$ cat config.mk
export PLATFORM = sky130hd
export DESIGN_NAME = periodic_timer_queue_top_flat
export DESIGN_NICKNAME = d
export VERILOG_FILES = /design/src/hw/rtl/ptq_pkg.sv /design/src/hw/rtl/ptq_if.sv /design/src/hw/rtl/periodic_timer_queue_top.sv /design/src/hw/rtl/ptq_front.sv /design/src/hw/rtl/ptq_back.sv /design/src/flat_wrapper.sv
export SDC_FILE = /design/constraint.sdc
export NUM_CORES = 1
export LEC_CHECK = 0
export BUFFER_PORTS_ARGS = -buffer_cell sky130_fd_sc_hd__buf_2
export CORE_AREA = 4 4 41 43
export DETAILED_ROUTE_END_ITERATION = 8
export DIE_AREA = 0 0 45 47
export PLACE_DENSITY = 0.58
export SETUP_SLACK_MARGIN = 0.4
export SLEW_MARGIN = 40
export SYNTH_ARGS = -nofsm -noshare
export SYNTH_HDL_FRONTEND = slang
export SYNTH_SLANG_ARGS = --single-unit
$ cat constraint.sdc
create_clock -name i_clk -period 1.8 [get_ports i_clk]
set_clock_uncertainty 0.15 [all_clocks]
set_input_delay 0.27 -clock i_clk [delete_from_list [all_inputs] [get_ports i_clk]]
set_output_delay 0.27 -clock i_clk [all_outputs]
set_load 0.05 [all_outputs]
$ cat src/hw/rtl/ptq_pkg.sv
`default_nettype none
package ptq_pkg;
    localparam int unsigned CapacityDef = 16;
    localparam int unsigned MaxFiresDef = 63;
    localparam int unsigned IdBitsDef   = 32;

    localparam logic [2:0] OP_ADD     = 3'd0;
    localparam logic [2:0] OP_CANCEL  = 3'd1;
    localparam logic [2:0] OP_TIMEOUT = 3'd2;
    localparam logic [2:0] OP_EXIST   = 3'd3;
    localparam logic [2:0] OP_CLEAR   = 3'd4;

    localparam logic [2:0] K_ADD   = 3'd0;
    localparam logic [2:0] K_CANC  = 3'd1;
    localparam logic [2:0] K_EXIST = 3'd2;
    localparam logic [2:0] K_CLEAR = 3'd3;
    localparam logic [2:0] K_FIRED = 3'd4;
    localparam logic [2:0] K_DONE  = 3'd5;

    typedef struct packed {
        logic [2:0]  operation;
        logic [63:0] expire_at;
        logic [31:0] period;
        logic [31:0] query_id;
        logic [63:0] current_time;
    } t_req;

    typedef struct packed {
        logic [2:0]  kind;
        logic [31:0] result_id;
        logic [31:0] fired_period;
        logic        ok;
        logic [5:0]  fire_count;
        logic        more_pending;
        logic        last;
    } t_rsp;
endpackage
`default_nettype wire

$ cat src/hw/rtl/ptq_if.sv
`default_nettype none
interface ptq_if #(parameter type T = logic) ();
    logic valid;
    logic ready;
    T     payload;
    modport source (output valid, output payload, input ready);
    modport sink (input valid, input payload, output ready);
endinterface
`default_nettype wire

$ cat src/hw/rtl/periodic_timer_queue_top.sv
`default_nettype none
// Add, cancel and exist each scan the whole slot table before their one result;
// clear empties the table without a scan. A timeout rescans the table after each
// fired result; a stalled result holds back the next one until it is taken.
// One request executes at a time, set by the one-slot-per-cycle table scan.
// Synchronous active-low reset empties the table and zeroes the id counter.
module periodic_timer_queue_top #(
    parameter int unsigned CAPACITY  = ptq_pkg::CapacityDef,
    parameter int unsigned MAX_FIRES = ptq_pkg::MaxFiresDef,
    parameter int unsigned ID_BITS   = ptq_pkg::IdBitsDef
) (
    input wire logic i_clk,
    input wire logic i_rst_n,
    ptq_if.sink      i_req,
    ptq_if.source    o_rsp
);
    import ptq_pkg::*;
    logic q_valid, q_ready;
    t_req q_req;

    ptq_front u_front (
        .i_clk, .i_rst_n,
        .i_valid(i_req.valid), .o_ready(i_req.ready), .i_req(i_req.payload),
        .o_valid(q_valid), .i_ready(q_ready), .o_req(q_req)
    );

    ptq_back #(.CAPACITY(CAPACITY), .MAX_FIRES(MAX_FIRES), .ID_BITS(ID_BITS)) u_back (
        .i_clk, .i_rst_n,
        .i_valid(q_valid), .o_ready(q_ready), .i_req(q_req),
        .o_valid(o_rsp.valid), .i_ready(o_rsp.ready), .o_rsp(o_rsp.payload)
    );
endmodule
`default_nettype wire

$ cat src/hw/rtl/ptq_front.sv
`default_nettype none
// Accepts requests, drops unused opcodes, and holds a two-entry queue.
module ptq_front (
    input  wire logic            i_clk,
    input  wire logic            i_rst_n,
    input  wire logic            i_valid,
    output logic                 o_ready,
    input  wire ptq_pkg::t_req   i_req,
    output logic                 o_valid,
    input  wire logic            i_ready,
    output ptq_pkg::t_req        o_req
);
    import ptq_pkg::*;
    t_req       r_q [2];
    logic [1:0] r_cnt, n_cnt;
    logic       r_wp, r_rp;
    logic       keep, deq;

    assign o_ready = (r_cnt != 2'd2);
    assign keep = (i_req.operation <= OP_CLEAR);
    assign deq  = o_valid && i_ready;
    assign o_valid = (r_cnt != 2'd0);
    assign o_req = r_q[r_rp];

    always_comb begin
        n_cnt = r_cnt;
        if (i_valid && o_ready && keep) n_cnt = n_cnt + 2'd1;
        if (deq) n_cnt = n_cnt - 2'd1;
    end

    always_ff @(posedge i_clk) begin
        if (!i_rst_n) begin
            r_cnt <= '0;
            r_wp  <= 1'b0;
            r_rp  <= 1'b0;
        end else begin
            r_cnt <= n_cnt;
            if (i_valid && o_ready && keep) begin
                r_q[r_wp] <= i_req;
                r_wp <= ~r_wp;
            end
            if (deq) r_rp <= ~r_rp;
        end
    end
endmodule
`default_nettype wire

$ cat src/hw/rtl/ptq_back.sv
`default_nettype none
// Executes one request at a time by scanning the slot table one slot per cycle.
module ptq_back #(
    parameter int unsigned CAPACITY  = ptq_pkg::CapacityDef,
    parameter int unsigned MAX_FIRES = ptq_pkg::MaxFiresDef,
    parameter int unsigned ID_BITS   = ptq_pkg::IdBitsDef
) (
    input  wire logic          i_clk,
    input  wire logic          i_rst_n,
    input  wire logic          i_valid,
    output logic               o_ready,
    input  wire ptq_pkg::t_req i_req,
    output logic               o_valid,
    input  wire logic          i_ready,
    output ptq_pkg::t_rsp      o_rsp
);
    import ptq_pkg::*;
    localparam int unsigned SW = (CAPACITY > 1) ? $clog2(CAPACITY) : 1;

    typedef enum logic [2:0] {S_IDLE, S_SCAN, S_FIRE, S_OUT} t_state;

    logic [CAPACITY-1:0] r_valid;
    logic [ID_BITS-1:0]  r_id  [CAPACITY];
    logic [63:0]         r_exp [CAPACITY];
    logic [31:0]         r_per [CAPACITY];
    logic [ID_BITS-1:0]  r_ctr;

    t_state        r_st;
    t_req          r_req;
    logic [SW-1:0] r_idx;
    logic [SW-1:0] r_hit, r_free;
    logic          r_found, r_hasfree;
    logic [5:0]    r_n;
    t_rsp          r_out, n_out;
    logic          r_ovalid;

    logic [SW-1:0] idx;
    logic [ID_BITS-1:0] nid;
    logic          due, better, fire;

    assign idx = r_idx;
    assign o_ready = (r_st == S_IDLE) && !r_ovalid;
    assign o_valid = r_ovalid;
    assign o_rsp = r_out;

    always_comb begin
        nid = r_ctr + 1'b1;
        if (nid == '0) nid = {{(ID_BITS-1){1'b0}}, 1'b1};
    end

    assign due = r_valid[idx] && (r_exp[idx] <= r_req.current_time);
    assign better = !r_found || (r_exp[idx] < r_exp[r_hit]) ||
        ((r_exp[idx] == r_exp[r_hit]) && (r_id[idx] < r_id[r_hit]));
    assign fire = (r_req.operation == OP_TIMEOUT) && r_found && (r_n < 6'(MAX_FIRES));

    always_comb begin
        n_out = '0;
        n_out.last = 1'b1;
        case (r_req.operation)
            OP_ADD: begin
                if (!r_found && r_hasfree) n_out.result_id = 32'(r_ctr);
            end
            OP_CANCEL: begin
                n_out.kind = K_CANC;
                n_out.ok = r_found;
            end
            OP_EXIST: begin
                n_out.kind = K_EXIST;
                n_out.ok = r_found;
            end
            OP_TIMEOUT: begin
                if (fire) begin
                    n_out.kind = K_FIRED;
                    n_out.last = 1'b0;
                    n_out.result_id = 32'(r_id[r_hit]);
                    n_out.fired_period = r_per[r_hit];
                end else begin
                    n_out.kind = K_DONE;
                    n_out.fire_count = r_n;
                    n_out.more_pending = r_found;
                end
            end
            default: ;
        endcase
    end

    always_ff @(posedge i_clk) begin
        if (!i_rst_n) begin
            r_st <= S_IDLE;
            r_valid <= '0;
            r_ctr <= '0;
            r_ovalid <= 1'b0;
            r_n <= '0;
            r_idx <= '0;
            r_found <= 1'b0;
            r_hasfree <= 1'b0;
        end else begin
            if (r_ovalid && i_ready) r_ovalid <= 1'b0;
            case (r_st)
                S_IDLE: begin
                    if (i_valid && o_ready) begin
                        r_req <= i_req;
                        r_idx <= '0;
                        r_found <= 1'b0;
                        r_hasfree <= 1'b0;
                        r_n <= '0;
                        if (i_req.operation == OP_ADD) r_ctr <= nid;
                        if (i_req.operation == OP_CLEAR) begin
                            r_valid <= '0;
                            r_out <= '{kind: K_CLEAR, last: 1'b1, default: '0};
                            r_ovalid <= 1'b1;
                        end else begin
                            r_st <= S_SCAN;
                        end
                    end
                end
                S_SCAN: begin
                    case (r_req.operation)
                        OP_TIMEOUT: begin
                            if (due && better) begin
                                r_found <= 1'b1;
                                r_hit <= idx;
                            end
                        end
                        OP_ADD: begin
                            if (!r_valid[idx] && !r_hasfree) begin
                                r_hasfree <= 1'b1;
                                r_free <= idx;
                            end
                            if (r_valid[idx] && r_id[idx] == r_ctr) r_found <= 1'b1;
                        end
                        default: begin
                            if (r_valid[idx] && !r_found &&
                                64'(r_id[idx]) == 64'(r_req.query_id)) begin
                                r_found <= 1'b1;
                                r_hit <= idx;
                            end
                        end
                    endcase
                    if (r_idx == SW'(CAPACITY - 1)) r_st <= S_FIRE;
                    else r_idx <= r_idx + 1'b1;
                end
                S_FIRE: begin
                    if (!r_ovalid) begin
                        r_out <= n_out;
                        r_ovalid <= 1'b1;
                        r_st <= fire ? S_SCAN : S_IDLE;
                        case (r_req.operation)
                            OP_ADD: begin
                                if (!r_found && r_hasfree) begin
                                    r_valid[r_free] <= 1'b1;
                                    r_id[r_free] <= r_ctr;
                                    r_exp[r_free] <= r_req.expire_at;
                                    r_per[r_free] <= r_req.period;
                                end
                            end
                            OP_CANCEL: begin
                                if (r_found) r_valid[r_hit] <= 1'b0;
                            end
                            OP_TIMEOUT: begin
                                if (fire) begin
                                    if (r_per[r_hit] != '0)
                                        r_exp[r_hit] <= r_exp[r_hit] + 64'(r_per[r_hit]);
                                    else
                                        r_valid[r_hit] <= 1'b0;
                                    r_n <= r_n + 6'd1;
                                    r_idx <= '0;
                                    r_found <= 1'b0;
                                end
                            end
                            default: ;
                        endcase
                    end
                end
                default: r_st <= S_IDLE;
            endcase
        end
    end
endmodule
`default_nettype wire
$ cat src/flat_wrapper.sv
// flat-port wrapper written by rule: the top's interface ports become plain ports
module periodic_timer_queue_top_flat import ptq_pkg::*;
#(
    parameter int unsigned CAPACITY  = ptq_pkg::CapacityDef,
    parameter int unsigned MAX_FIRES = ptq_pkg::MaxFiresDef,
    parameter int unsigned ID_BITS   = ptq_pkg::IdBitsDef
)
  (i_clk, i_rst_n, i_req_valid, i_req_payload, i_req_ready, o_rsp_valid, o_rsp_payload, o_rsp_ready);
  ptq_if i_req_i ();
  ptq_if o_rsp_i ();
  input wire logic i_clk;
  input wire logic i_rst_n;
  input wire logic [$bits(i_req_i.valid)-1:0] i_req_valid;
  input wire logic [$bits(i_req_i.payload)-1:0] i_req_payload;
  output wire logic [$bits(i_req_i.ready)-1:0] i_req_ready;
  output wire logic [$bits(o_rsp_i.valid)-1:0] o_rsp_valid;
  output wire logic [$bits(o_rsp_i.payload)-1:0] o_rsp_payload;
  input wire logic [$bits(o_rsp_i.ready)-1:0] o_rsp_ready;
  assign i_req_i.valid = i_req_valid;
  assign i_req_i.payload = i_req_payload;
  assign i_req_ready = i_req_i.ready;
  assign o_rsp_valid = o_rsp_i.valid;
  assign o_rsp_payload = o_rsp_i.payload;
  assign o_rsp_i.ready = o_rsp_ready;
  periodic_timer_queue_top #(.CAPACITY(CAPACITY), .MAX_FIRES(MAX_FIRES), .ID_BITS(ID_BITS)) u_core (.i_clk(i_clk), .i_rst_n(i_rst_n), .i_req(i_req_i), .o_rsp(o_rsp_i));
endmodule
==> run summary <==
CP Capture Type - flop
wire per inst - 12.5 µm
Fin Setup TNS - 0 ns
critical path class - flop to flop
clock root buffer - clkbuf_4
CP Cell Sequence - inv_4, ha_4, buf_4, buf_6, nor4_4, xnor3_1, nor2_1
RSZ-0062 raised after global routing - true
Final Wtd Congestion - 0.797
total power - 1.10 mW
CP delay by family, top - simple AND/OR/NAND/NOR gates
Synth Net Count - 66
Net Sw Frac - 37.7%
1st-pass router iterations - 4
Worst-Skew Late Latency - 0.26 ns
top cell type by total area after synthesis - dfxtp_1
final antenna-violating net count - 0
global-route wire length before repair - 1970 µm
layout cells sized above 1 - 42.7%
Critical Path Start - u_core.u_front.r_cnt[0]$_SDFF_PN0_
HPWL Detailed - 697 µm
leakage - 0.293 nW
worst slack at placement - 0.163 ns
Fillers - 115
MaxCap Viol Count - 0
DRC - 0
Hold Path Class - input port to flop
Data required, critical path - 1.84 ns
Final Hold Viols - 0
starting density of the core - 40.3%
Worst setup SP type - flop
Critical-path top delay cell - dfxtp_4
sequential area share after synthesis - 34.4%
syn_area_per_cell - 9.04 µm²
Synth area leaders - dfxtp_1 (34%), ha_1 (7.2%), a21oi_1 (4.8%), nand4_1 (4.8%), xnor3_1 (4.3%)
clock power share - 14.1%
worst-path fanout max - 4
Total GRT Usage - 13.1%
Comb power frac - 59.2%
Vert. Die Dim - 47 µm
CTS Buf Count - 3
grt ovf - 0
Critical R2R Launch - u_core.u_front.r_cnt[0]$_SDFF_PN0_
Min-Delay Startpoint - o_rsp_ready
Worst IR Drop VDD - 862 µV
Yosys top cell area share - 34.4%
commonest non-fill, non-tap cell in the layout - buf_4
die area - 2120 µm²
CTS hold repair buffers - 0
Port Buffer Count - 5
antenna violations before repair - 0
core area - 1300 µm²
Mapped Area - 524 µm²
Net count, final - 84
crit path time final - 1.62 ns
clk sinks - 9
fin worst setup slack - 0.181 ns
flops & latches, synth - 9
max incr delay on CP - 0.35 ns
final setup vio count - 0
period utilisation layout - 89.9%
Synth Instances - 58
Antenna Cells - 0
final WL - 1130 µm
synthesis-to-finish area growth - 37.5%
crit path buf inv count - 3
Pint - 684 µW
highest clock rate - 618 MHz
Via density - 5.39
largest net degree at the start of global routing - 9
die width - 45 µm
fin area - 721 µm²
initial detailed-routing violation count - 3
Power Density - 1520 nW/µm²
Yosys warnings - 0
TritonCTS clock tree - built
post-synth cell types - 26
htree depth - 1
P_sw - 414 µW
highest-count cells in the layout ignoring fill and taps - buf_4 (7), dfxtp_1 (6), a21oi_1 (4), nand4_1 (4), buf_2 (4)
vias - 485
status - finished, final reports clean
Worst Path Arrival - 1.66 ns
Post-DP Area - 579 µm²
vias in the first global route - 440
Slew Viols, Final - 0
clock tree buffer depth - 2
Sequential Power Share - 26.7%
Clk pin slew, worst setup/hold paths - 0.06 ns
FP Rows - 13
IO Pins - 8
-- cell usage after synthesis --
cell / number
nand3_1: 3
nand2_1: 3
nand2b_1: 2
o2111ai_1: 2
and3_1: 1
xnor3_1: 1
o32ai_1: 1
a31o_1: 1
nor4b_1: 1
buf_4: 1
nand4_1: 4
nor3b_1: 1
nand3b_1: 1
or4_4: 1
xor2_1: 1
a21oi_1: 5
nor4_1: 1
nor2_1: 4
dfxtp_1: 9
conb_1: 1
nor4_4: 1
nor2b_1: 2
o211ai_1: 2
ha_1: 3
and2b_4: 1
inv_1: 5
-- power groups by stage --
stage          Clock [mW]  Sequential [mW]  Combinational (mW)
2_1_floorplan           0            0.291               0.339
3_3_place_gp            0            0.302               0.397
3_5_place_dp            0            0.302               0.397
4_1_cts             0.163            0.294               0.573
5_1_grt             0.172            0.301               0.709
6_report            0.155            0.294               0.650
-- worst min-delay path: cells and delay by family --
family                 cells  cell delay, ns
AND/OR/NAND/NOR            1            0.07
buffers and inverters      2            0.13
AO/OA/AOI/OAI              1            0.05
-- sequential cells by signal (all words and copies together) (netlist names) --
signal / count
u_core.u_back.o_valid: 1
u_core.u_front.r_cnt: 2
u_core.u_back.r_st: 2
u_core.u_back.idx: 4
-- final timing paths --
path	endpoint	slack (ns)	cells after the start
worst max-delay path	u_core.u_front.r_cnt[0]$_SDFF_PN0_	0.18	7
worst min-delay path	u_core.u_back.o_valid$_SDFF_PN0_	0.15	4
worst max register to register	u_core.u_front.r_cnt[0]$_SDFF_PN0_	0.18	7
worst min register to register	u_core.u_back.idx[3]$_SDFFE_PN0P_	0.37	2
-- metrics by stage --
stage | hold WS [ns] | std cells | utilization, %
2_1_floorplan | 0.262 | 58 | -
3_3_place_gp | 0.377 | 77 | 44.5
3_5_place_dp | 0.361 | 77 | 44.5
4_1_cts | 0.150 | 88 | 53.4
5_1_grt | 0.197 | 90 | 55.4
6_report | 0.153 | 90 | 55.4
-- cell families (layout without fill, tap and decap cells) --
logic type,after synthesis,in the layout,synth area share (%)
buffers and inverters,6,23,5.01
other,1,1,0.715
AOI/OAI and AO/OA,11,11,14.3
and+or+nand+nor,26,26,32.5
DFF,9,9,34.4
xor gates and xnor gates,2,2,5.97
adders and majority gates,3,3,7.16
-- area by class of cell --
class	instances	area, µm²	area share [%]
clock buffer	4	26.3	3.65
inverter	5	21.3	2.95
multi-input combinational	43	362	50.2
sequential	9	186	25.9
tap	15	18.8	2.60
timing repair buffer	14	106	14.8
-- layer usage --
metal	part of all wire, %	vias up	global-route usage (%)
li1	-	246	-
met1	43	217	17.3
met2	46	18	18.6
met3	8.0	4	5.75
met4	2.8	0	5.26
met5	0	-	0
-- timing repair --
| item | in CTS | in global routing |
|---|---|---|
| setup buffers | 7 | 2 |
| endpoints found under the setup margin | 7 | 8 |
| pin swaps | 5 | 5 |
| resized for setup | 10 | 3 |
Power figures use the tool's default switching activity.
